==> src/rtl/core/ribp_pkg.sv <==
// ----------------------------------------------------------------------------
// ribp_pkg
// Shared types and constants for the ranged integer bit packer.
// ----------------------------------------------------------------------------
package ribp_pkg;

  localparam int VAL_W   = 64;
  localparam int BYTE_W  = 8;
  localparam int IDATA_W = 3 * VAL_W;
  localparam int IUSER_W = 2;
  localparam int OUSER_W = 1;

  localparam int UFUNC_BIT = 0;
  localparam int USIGN_BIT = 1;

  localparam logic FUNC_WRITE = 1'b0;
  localparam logic FUNC_FLUSH = 1'b1;

  typedef enum logic [2:0] {
    ST_IDLE,
    ST_FLUSH,
    ST_CALC,
    ST_EVAL,
    ST_PACK,
    ST_FIN
  } state_t;

  typedef struct packed {
    logic load;
    logic calc;
    logic step;
    logic push_err;
    logic fin;
    logic flush;
  } cmd_t;

  typedef struct packed {
    logic err;
    logic range_zero;
    logic step_emit;
    logic pend_v;
    logic out_free;
    logic used_nz;
  } sts_t;

endpackage

==> src/rtl/core/ribp_ctrl.sv <==
// ----------------------------------------------------------------------------
// ribp_ctrl
// Sequencer for one request: bound check, byte-wise pack loop, flush.
// ----------------------------------------------------------------------------
module ribp_ctrl import ribp_pkg::*; (
  input  logic clk,
  input  logic rst_n,
  input  logic in_fire,
  input  logic in_func,
  input  sts_t sts,
  output logic in_ready,
  output cmd_t cmd
);

  state_t state_r;
  state_t state_nxt;

  always_ff @(posedge clk) begin
    if (!rst_n) begin
      state_r <= ST_IDLE;
    end else begin
      state_r <= state_nxt;
    end
  end

  always_comb begin
    state_nxt = state_r;
    cmd       = '0;
    in_ready  = 1'b0;
    case (state_r)
      ST_IDLE: begin
        in_ready = 1'b1;
        if (in_fire) begin
          cmd.load  = 1'b1;
          state_nxt = (in_func == FUNC_FLUSH) ? ST_FLUSH : ST_CALC;
        end
      end
      ST_FLUSH: begin
        if (!sts.used_nz || sts.out_free) begin
          cmd.flush = 1'b1;
          state_nxt = ST_IDLE;
        end
      end
      ST_CALC: begin
        cmd.calc  = 1'b1;
        state_nxt = ST_EVAL;
      end
      ST_EVAL: begin
        if (sts.err) begin
          if (sts.out_free) begin
            cmd.push_err = 1'b1;
            state_nxt    = ST_IDLE;
          end
        end else begin
          state_nxt = ST_PACK;
        end
      end
      ST_PACK: begin
        if (sts.range_zero) begin
          state_nxt = ST_FIN;
        end else if (!(sts.step_emit && sts.pend_v && !sts.out_free)) begin
          cmd.step = 1'b1;
        end
      end
      ST_FIN: begin
        if (!sts.pend_v) begin
          state_nxt = ST_IDLE;
        end else if (sts.out_free) begin
          cmd.fin   = 1'b1;
          state_nxt = ST_IDLE;
        end
      end
      default: begin
        state_nxt = ST_IDLE;
      end
    endcase
  end

endmodule

==> src/rtl/core/ribp_datapath.sv <==
// ----------------------------------------------------------------------------
// ribp_datapath
// Operand registers, bound compare, offset shifter, bit packer, output stage.
// ----------------------------------------------------------------------------
module ribp_datapath import ribp_pkg::*; #(
  parameter int MAX_WIDTH = 64
) (
  input  logic               clk,
  input  logic               rst_n,
  input  cmd_t               cmd,
  input  logic [IDATA_W-1:0] in_data,
  input  logic               in_signed,
  input  logic               out_ready,
  output sts_t               sts,
  output logic               out_valid,
  output logic [BYTE_W-1:0]  out_byte,
  output logic               out_err,
  output logic               out_last
);

  function automatic logic [3:0] bits8(input logic [7:0] x);
    logic [3:0] n;
    n = 4'd0;
    for (int i = 0; i < 8; i++) begin
      if (x[i]) n = 4'(i + 1);
    end
    return n;
  endfunction

  function automatic logic [7:0] mask8(input logic [3:0] n);
    return 8'hFF >> (4'd8 - n);
  endfunction

  logic [VAL_W-1:0]     val_r;
  logic [VAL_W-1:0]     lo_r;
  logic [VAL_W-1:0]     hi_r;
  logic                 sgn_r;
  logic                 bad_r;
  logic [VAL_W-1:0]     range_r;
  logic [MAX_WIDTH-1:0] offset_r;
  logic [7:0]           partial_r;
  logic [2:0]           used_r;
  logic [7:0]           pend_r;
  logic                 pend_v_r;
  logic                 out_valid_r;
  logic [7:0]           out_byte_r;
  logic                 out_err_r;
  logic                 out_last_r;

  logic [VAL_W-1:0] flip;
  logic [VAL_W-1:0] cv;
  logic [VAL_W-1:0] cl;
  logic [VAL_W-1:0] ch;
  logic             bad_calc;
  logic [VAL_W-1:0] offset_full;

  assign flip        = {sgn_r, {(VAL_W-1){1'b0}}};
  assign cv          = val_r ^ flip;
  assign cl          = lo_r ^ flip;
  assign ch          = hi_r ^ flip;
  assign bad_calc    = !(cl < ch) || (cv < cl) || (cv > ch);
  assign offset_full = val_r - lo_r;

  logic [7:0] part_nxt;
  logic [2:0] used_nxt;
  logic       emit_v;
  logic [7:0] emit_byte;

  always_comb begin
    logic [7:0] src;
    logic [3:0] b;
    logic [3:0] r;
    logic [3:0] n;
    logic [3:0] rem;
    logic [7:0] fill;
    src       = offset_r[7:0];
    b         = (|(range_r >> 8)) ? 4'd8 : bits8(range_r[7:0]);
    n         = 4'd0;
    r         = 4'd0;
    fill      = 8'd0;
    part_nxt  = partial_r;
    used_nxt  = used_r;
    emit_v    = 1'b0;
    emit_byte = 8'd0;
    if (used_r != 3'd0) begin
      r        = 4'd8 - {1'b0, used_r};
      n        = (b < r) ? b : r;
      fill     = (src & mask8(n)) << (r - n);
      part_nxt = partial_r | fill;
      if (n == r) begin
        emit_v    = 1'b1;
        emit_byte = part_nxt;
        part_nxt  = 8'd0;
        used_nxt  = 3'd0;
      end else begin
        used_nxt = used_r + n[2:0];
      end
    end
    rem = b - n;
    if (rem != 4'd0) begin
      fill = ((src >> n) & mask8(rem)) << (4'd8 - rem);
      if (rem == 4'd8) begin
        emit_v    = 1'b1;
        emit_byte = fill;
        part_nxt  = 8'd0;
        used_nxt  = 3'd0;
      end else begin
        part_nxt = fill;
        used_nxt = rem[2:0];
      end
    end
  end

  logic out_free;
  assign out_free = !out_valid_r || out_ready;

  logic       ld_v;
  logic [7:0] ld_byte;
  logic       ld_err;
  logic       ld_last;

  always_comb begin
    ld_v    = 1'b0;
    ld_byte = pend_r;
    ld_err  = 1'b0;
    ld_last = 1'b0;
    if (cmd.flush && (used_r != 3'd0)) begin
      ld_v    = 1'b1;
      ld_byte = partial_r;
      ld_last = 1'b1;
    end
    if (cmd.push_err) begin
      ld_v    = 1'b1;
      ld_byte = 8'd0;
      ld_err  = 1'b1;
      ld_last = 1'b1;
    end
    if (cmd.step && emit_v && pend_v_r) begin
      ld_v    = 1'b1;
      ld_byte = pend_r;
    end
    if (cmd.fin) begin
      ld_v    = 1'b1;
      ld_byte = pend_r;
      ld_last = 1'b1;
    end
  end

  always_ff @(posedge clk) begin
    if (cmd.load) begin
      val_r <= in_data[VAL_W-1:0];
      lo_r  <= in_data[2*VAL_W-1:VAL_W];
      hi_r  <= in_data[3*VAL_W-1:2*VAL_W];
      sgn_r <= in_signed;
    end
    if (cmd.calc) begin
      bad_r    <= bad_calc;
      range_r  <= hi_r - lo_r;
      offset_r <= offset_full[MAX_WIDTH-1:0];
    end else if (cmd.step) begin
      range_r  <= range_r >> 8;
      offset_r <= offset_r >> 8;
    end
  end

  always_ff @(posedge clk) begin
    if (!rst_n) begin
      partial_r   <= 8'd0;
      used_r      <= 3'd0;
      pend_v_r    <= 1'b0;
      out_valid_r <= 1'b0;
    end else begin
      if (ld_v) begin
        out_valid_r <= 1'b1;
        out_byte_r  <= ld_byte;
        out_err_r   <= ld_err;
        out_last_r  <= ld_last;
      end else if (out_ready) begin
        out_valid_r <= 1'b0;
      end
      if (cmd.flush) begin
        partial_r <= 8'd0;
        used_r    <= 3'd0;
      end
      if (cmd.step) begin
        partial_r <= part_nxt;
        used_r    <= used_nxt;
        if (emit_v) begin
          pend_r   <= emit_byte;
          pend_v_r <= 1'b1;
        end
      end
      if (cmd.fin) begin
        pend_v_r <= 1'b0;
      end
    end
  end

  assign sts.err        = bad_r || ((range_r >> MAX_WIDTH) != '0);
  assign sts.range_zero = (range_r == '0);
  assign sts.step_emit  = emit_v;
  assign sts.pend_v     = pend_v_r;
  assign sts.out_free   = out_free;
  assign sts.used_nz    = (used_r != 3'd0);

  assign out_valid = out_valid_r;
  assign out_byte  = out_byte_r;
  assign out_err   = out_err_r;
  assign out_last  = out_last_r;

endmodule

==> src/rtl/core/ranged_integer_bit_packer_top.sv <==
// ----------------------------------------------------------------------------
// ranged_integer_bit_packer_top
// Packs bounded integers into a byte stream using only the bits of the range.
// ----------------------------------------------------------------------------
// One request at a time. A write steps through capture, compare and
// subtract, check, then one pack step per offset byte (1 to 8, set by the
// range width, one byte through the packer per cycle unless a full output
// stalls it), then closes (end of range seen, last byte released); an
// error request finishes after its check, a flush after its flush step.
// A full output register stalls the request until the sink takes it.
module ranged_integer_bit_packer_top import ribp_pkg::*; #(
  parameter int MAX_WIDTH = 64
) (
  input  logic               clk,
  input  logic               rst_n,
  input  logic               in_tvalid,
  output logic               in_tready,
  input  logic [IDATA_W-1:0] in_tdata,  // value, low_bound, high_bound
  input  logic [IUSER_W-1:0] in_tuser,  // func, is_signed
  output logic               out_tvalid,
  input  logic               out_tready,
  output logic [BYTE_W-1:0]  out_tdata, // out_byte
  output logic [OUSER_W-1:0] out_tuser, // error
  output logic               out_tlast
);

  cmd_t cmd;
  sts_t sts;
  logic in_fire;

  assign in_fire = in_tvalid && in_tready;

  ribp_ctrl u_ctrl (
    .clk      (clk),
    .rst_n    (rst_n),
    .in_fire  (in_fire),
    .in_func  (in_tuser[UFUNC_BIT]),
    .sts      (sts),
    .in_ready (in_tready),
    .cmd      (cmd)
  );

  ribp_datapath #(
    .MAX_WIDTH (MAX_WIDTH)
  ) u_dp (
    .clk       (clk),
    .rst_n     (rst_n),
    .cmd       (cmd),
    .in_data   (in_tdata),
    .in_signed (in_tuser[USIGN_BIT]),
    .out_ready (out_tready),
    .sts       (sts),
    .out_valid (out_tvalid),
    .out_byte  (out_tdata),
    .out_err   (out_tuser[0]),
    .out_last  (out_tlast)
  );

endmodule

==> config.mk <==
export PLATFORM = sky130hd
export DESIGN_NAME = ranged_integer_bit_packer_top
export DESIGN_NICKNAME = d
export VERILOG_FILES = /design/src/rtl/core/ribp_pkg.sv /design/src/rtl/core/ribp_ctrl.sv /design/src/rtl/core/ribp_datapath.sv /design/src/rtl/core/ranged_integer_bit_packer_top.sv
export SDC_FILE = /design/constraint.sdc
export NUM_CORES = 1
export LEC_CHECK = 0
export BUFFER_PORTS_ARGS = -buffer_cell sky130_fd_sc_hd__buf_2
export CAP_MARGIN = 10
export CELL_PAD_IN_SITES_DETAIL_PLACEMENT = 1
export CELL_PAD_IN_SITES_GLOBAL_PLACEMENT = 2
export CORE_MARGIN = 2
export CORE_UTILIZATION = 36
export DETAILED_ROUTE_END_ITERATION = 8
export MAX_ROUTING_LAYER = met4
export PLACE_DENSITY = 0.87
export SLEW_MARGIN = 20
export SYNTH_ARGS = -nofsm -noshare
export SYNTH_HDL_FRONTEND = slang
export SYNTH_SLANG_ARGS = --single-unit
==> constraint.sdc <==
create_clock -name clk -period 7.8 [get_ports clk]
set_input_delay 0.78 -clock clk [delete_from_list [all_inputs] [get_ports clk]]
set_output_delay 0.78 -clock clk [all_outputs]
set_load 0.1 [all_outputs]
==> flow_summary.json, run 1 <==
{
  "status": "finished, final reports clean",
  "rows": 95,
  "powerDensity_nw_per_um2": 214.7,
  "cp.arrival_ns": 7.36,
  "timing.final.crit_period_ns": 7.147,
  "clock_path_buffers": 3,
  "fill_cells": 7648,
  "dp.final_hpwl_mm": 60.83,
  "drive_gt1_share_pct": 12.15,
  "final_cell_area_sq_um": 27860,
  "min_from": "in_tdata[140]",
  "holdWs_ns": 0.3708,
  "grt_pass1_wl_mm": 119.6,
  "die_h_um": 265.6,
  "synthCells": 2500,
  "post-synth-top-area-fraction_pct": 41.44,
  "die_w_um": 265.6,
  "routed_wl_mm": 76.38,
  "synth.area.top_cells": "edfxtp_1, ha_1, o21ai_0",
  "worstReg2RegStart": "u_dp.range_r[17]",
  "critPathMaxFanout": 43,
  "drt_iter0_markers": 1155,
  "worstMarginPinSlew_ns": 0.9684,
  "leakagePower_nw": 11.89,
  "post-route-util_pct": 41.27,
  "setup.worst_path.end_class": "flip-flop",
  "nets": 3167,
  "avgViaCountPerCell": 5.553,
  "period_share_pct": 91.63,
  "cts_setup_buffers": 0,
  "cts_hold_buf": 0,
  "clock_skew_ns": 0.01436,
  "grtUsageTotal_pct": 22.04,
  "hold_violations": 0,
  "cap_violations": 0,
  "yosys_most_used_dff": "edfxtp_1",
  "grt_pass1_vias": 21344,
  "synth-edff-count": 340,
  "place_ws_ns": 0.6471,
  "worst_slack_ns": 0.6532,
  "postRouteAntennaNets": 0,
  "setup_viol": 0,
  "core-area_sq_um": 67510,
  "wl_per_cell_um": 21.27,
  "dieArea_sq_um": 70550,
  "grt_max_degree": 114,
  "io_pins": 210,
  "syn-mean-instance-area_sq_um": 9.855,
  "synth.distinct_cells": 90,
  "synth.most_common_cell": "edfxtp_1",
  "synth_nets": 2977,
  "place.port_buffers": 209,
  "initial_utilization_pct": 36.49,
  "antenna_found_initial": 2,
  "netlist_top_cells_count": "edfxtp_1, ha_1, nand2_1",
  "dpl_cell_area_sq_um": 26640,
  "synth_warnings": 0,
  "yosys.area.top_type": "edfxtp_1",
  "synth.cell_area_sq_um": 24640,
  "vias": 19940,
  "place.gp.congestion": 0.9134,
  "fmax_mhz": 139.9,
  "overflow": 0,
  "cts_resized": 0,
  "startpoint": "u_dp.range_r[17]",
  "irDropWorstVdd_mv": 0.1527,
  "drc_errors": 0,
  "slew_viol_final": 0,
  "layout-area-overhead-vs-synth_pct": 13.09,
  "start_kind": "flip-flop",
  "rsz0062_at_grt": "false",
  "cts_tree": "done",
  "worst_ep_required_time_ns": 8.02,
  "first_pass_iters": 5,
  "clk_latency_ns": 0.58,
  "ys_seq_elements": 356,
  "path_class": "reg -> reg",
  "hp-class": "in -> reg",
  "ys_seq_area_share_pct": 42.74,
  "cts_made_buffers": 41,
  "clk_pin_slew_ns": 0.06,
  "cts-htree-levels": 2,
  "fin_tns_setup_ns": 0,
  "async_reset_ff_share_pct": 0,
  "root_buffer": "clkbuf_16",
  "maxSlewHeadroom_pct": 33.77,
  "clkSinkCount": 356
}
[worst max-delay path, stage by stage, from the launching register on]
cell	delay, ns
edfxtp_1	0.40
nor4_1	0.39
nand4_1	0.18
or4_1	0.76
clkinv_4	0.21
and2_1	0.24
ha_1	0.30
o211ai_1	0.33
o211a_1	0.22
o31a_1	0.50
inv_1	0.21
ha_1	0.36
a21oi_1	0.14
o21ai_0	0.17
xnor2_1	0.38
xnor2_1	0.27
a21oi_1	0.39
o21ai_0	0.31
nand2_4	0.43
buf_4	0.54
[power breakdown]
group	switching, mW	leakage (nW)	internal [mW]	total [mW]
clock network	0.793	0.599	1.02	1.81
logic	1.10	7.97	0.643	1.75
registers	0.107	3.32	2.32	2.43
[sequential cells by signal, indices dropped and copies added, names as in the netlist, 3 cells and up]
name and cells:
u_dp.val_r 64, u_dp.range_r 64, u_dp.lo_r 64, u_dp.offset_r 64, u_dp.out_byte 8, u_ctrl.state_r 3
u_dp.used_r 3, u_dp.hi_r 64, u_dp.partial_r 8, u_dp.pend_r 8
[through the flow]
stage,instances,power [mW]
2_1_floorplan,2500,3.631
3_3_place_gp,3519,4.143
3_5_place_dp,3520,4.198
4_1_cts,3589,6.039
5_1_grt,3591,6.312
6_report,3591,5.983
[layout make-up]
cell class                 instances  area [sq um]  area share [%]
clock buffer                      49          1077           3.866
timing repair buffer             228          1201           4.311
sequential                       356         10530           37.79
inverter                         190         719.4           2.582
multi-input combinational       1873         13100           47.01
tap                              873          1092           3.920
clock inverter                    20         141.4          0.5074
antenna                            2         5.005         0.01796
[layer usage]
| metal | wire (um) | global-route usage (%) | vias up |
|---|---|---|---|
| li1 | - | - | 9610 |
| met1 | 34100 | 27.39 | 9832 |
| met2 | 37240 | 37.34 | 379 |
| met3 | 2941 | 3.074 | 119 |
| met4 | 2100 | 6.529 | 0 |
| met5 | 0 | - | - |
[cell usage in the layout, fill, tap and decap left out, types with 17 or more instances in the layout]
master     Yosys  routed
clkbuf_16      0      42
edfxtp_1     340     340
nor3_1        39      39
nand2_1      252     251
o21a_1        28      28
o211ai_1      23      23
nor2_1       116     116
xnor2_1       62      62
nor4_1        25      22
xor2_1        50      50
ha_1         274     274
and2_1        20      19
buf_4          0      18
buf_2          2     209
nor2b_1       34      34
o21bai_1      19      19
a31oi_1       17      17
o21ai_0      214     214
mux2i_1       19      19
a211oi_1      23      23
nand4_1       39      39
inv_1        185     185
a21oi_1      187     187
nand3_1       58      58
nand2b_1      31      31
a21o_1       103     103
and3_1        29      29
[kinds of logic (layout without fill, tap and decap cells)]
kind of cell,count (synthesis),in the layout,synth area share (%)
muxes,25,25,1.077
xor gates and xnor gates,113,113,4.073
and+or+nand+nor,690,690,13.46
adders and majority gates,279,279,14.32
other,0,2,0
AOI/OAI and AO/OA,766,766,20.09
buffers and inverters,271,487,4.240
DFF,356,356,42.74
[final timing paths]
path	cells after the start	to	slack, ns
setup / recovery	19	u_dp.offset_r[48]	0.65
hold / removal	1	u_dp.hi_r[12]	0.37
setup reg to reg	19	u_dp.offset_r[48]	0.65
hold reg to reg	2	u_dp.partial_r[3]	0.50
Power figures use the tool's default switching activity.
==> run 2: changes to the inputs <==
CELL_PAD_IN_SITES_DETAIL_PLACEMENT = 0   (was 1)
CTS_CLUSTER_SIZE = 28   (was unset)
==> run 2 against run 1 <==
Clock skew grew 0.013 ns. Maximum frequency shrank 0.13%. Sequential share of layout area shrank 0.12 points. Hold slack lost 0.021 ns. Clock-buffer cell count grew 3. Flip-flop and latch count is the same. Critical path type unchanged. Highest routed layer unchanged.
==> flow_summary.json, run 2 (same netlist as run 1, synthesis figures left out) <==
{
  "cts_tree": "done",
  "initial_utilization_pct": 36.49,
  "fmax_mhz": 139.7,
  "place.port_buffers": 209,
  "cts-htree-levels": 2,
  "r2r_slack_ns": 0.64,
  "timing.final.crit_period_ns": 7.156,
  "first_pass_iters": 5,
  "overflow": 0,
  "setup_viol": 0,
  "vias": 19376,
  "io_pins": 210,
  "die_w_um": 265.6,
  "worst_ep_required_time_ns": 8.20,
  "powerDensity_nw_per_um2": 215.3,
  "rsz0062_at_grt": "false",
  "wl_per_cell_um": 19.71,
  "antenna_cells": 0,
  "slew_viol_final": 0,
  "worstReg2RegStart": "u_dp.range_r[9]",
  "grt_max_degree": 114,
  "path_class": "reg -> reg",
  "clkSinkCount": 356,
  "startpoint": "u_dp.range_r[9]",
  "drive_gt1_share_pct": 12.44,
  "fin_tns_setup_ns": 0,
  "cts_setup_buffers": 0,
  "clock_skew_ns": 0.02754,
  "worst_slack_ns": 0.6442,
  "cap_violations": 0,
  "cts_hold_buf": 0,
  "status": "finished, final reports clean",
  "cp.arrival_ns": 7.56,
  "dp.final_hpwl_mm": 56.09,
  "worstMarginPinSlew_ns": 1.067,
  "routed_wl_mm": 70.91,
  "root_buffer": "clkbuf_16",
  "critPathMaxFanout": 12,
  "avgViaCountPerCell": 5.385,
  "final_common_cell": "edfxtp_1",
  "layout-area-overhead-vs-synth_pct": 13.44,
  "period_share_pct": 91.74,
  "clk_latency_ns": 0.60,
  "setup.worst_path.end_class": "flip-flop",
  "drt_iter0_markers": 1475,
  "place.gp.congestion": 0.9134,
  "cts_resized": 0,
  "most-common-layout-cells": "edfxtp_1, ha_1, nand2_1, o21ai_0, buf_2",
  "grtUsageTotal_pct": 20.41,
  "leakagePower_nw": 11.93,
  "core-area_sq_um": 67510,
  "irDropWorstVdd_mv": 0.1610,
  "hold_violations": 0,
  "grt_pass1_wl_mm": 109.7,
  "clk_pin_slew_ns": 0.06,
  "grt_pass1_vias": 19528,
  "min_from": "in_tdata[179]",
  "clock_path_buffers": 3,
  "drc_errors": 0,
  "hp-class": "in -> reg",
  "rows": 95,
  "die_h_um": 265.6,
  "antenna_found_initial": 0,
  "nets": 3168,
  "dieArea_sq_um": 70550,
  "place_ws_ns": 0.6733,
  "start_kind": "flip-flop",
  "cts_made_buffers": 42,
  "maxSlewHeadroom_pct": 27.05,
  "postRouteAntennaNets": 0
}
-- run 2: cell count changes in the layout (fill, tap and decap cells not counted) --
cell	delta
clkbuf_1	+2
clkbuf_16	+1
clkinv_1	-2
clkinv_2	+2
clkinv_4	+2
clkinv_8	-1
clkinvlp_4	+2
diode_2	-2
inv_16	+1
inv_6	+1
inv_8	+1
-- run 2: where the power goes --
group / switching, mW / internal [mW] / total [mW]
Clock: 0.832 / 1.06 / 1.89
Sequential: 0.102 / 2.32 / 2.42
Combinational: 1.06 / 0.639 / 1.70
Total: 2.00 / 4.02 / 6.02
-- run 2: cell type report --
class / count / area, sq um
Clock inverter: 26 / 200.2
Timing Repair Buffer: 228 / 1201
Fill cell: 6635 / 39560
Clock buffer: 52 / 1110
Inverter: 190 / 719.4
Tap cell: 873 / 1092
Multi-Input combinational cell: 1873 / 13100
Sequential cell: 356 / 10530
-- run 2: through the flow --
step | hold slack, ns | util (%) | area, sq um | std cells | power [mW]
after detailed placement | 0.4901 | 39.46 | 26640 | 3520 | 4.155
after global routing | 0.3280 | 41.40 | 27950 | 3598 | 6.353
after global placement | 0.4857 | 39.42 | 26610 | 3519 | 4.143
after CTS | 0.3016 | 41.40 | 27950 | 3598 | 6.084
after floorplan | 0.4425 | - | 24640 | 2500 | 3.631
final | 0.3493 | 41.40 | 27950 | 3598 | 6.017
-- run 2: routing by layer --
metal,vias to the layer above,track usage [%],share of wire (%)
li1,9623,-,-
met1,9236,26.49,46
met2,422,33.44,47
met3,95,2.685,4.3
met4,0,5.800,2.4
met5,-,-,0
-- run 2: final timing paths --
| check | endpoint | depth (start not counted) |
|---|---|---|
| min | u_dp.hi_r[51] | 1 |
| max | u_dp.pend_r[6] | 23 |
| min reg2reg | u_dp.partial_r[3] | 2 |
| max reg2reg | u_dp.pend_r[6] | 23 |
-- run 2: critical path, cell delays in order (launching register included) --
cell      delay, ns
edfxtp_1       0.40
nor4_1         0.37
nand4_1        0.19
or4_1          0.75
clkinv_4       0.20
and2_1         0.22
ha_1           0.25
o21ai_0        0.12
a211o_1        0.29
o211a_1        0.14
a21oi_2        0.38
clkinv_2       0.22
ha_1           0.27
fa_1           0.39
xor2_1         0.40
and3_1         0.34
xnor3_1        0.32
nand2_1        0.17
or3b_2         0.53
nor2b_1        0.19
nand2_1        0.09
a311oi_1       0.38
nand2_1        0.09
o32ai_1        0.25
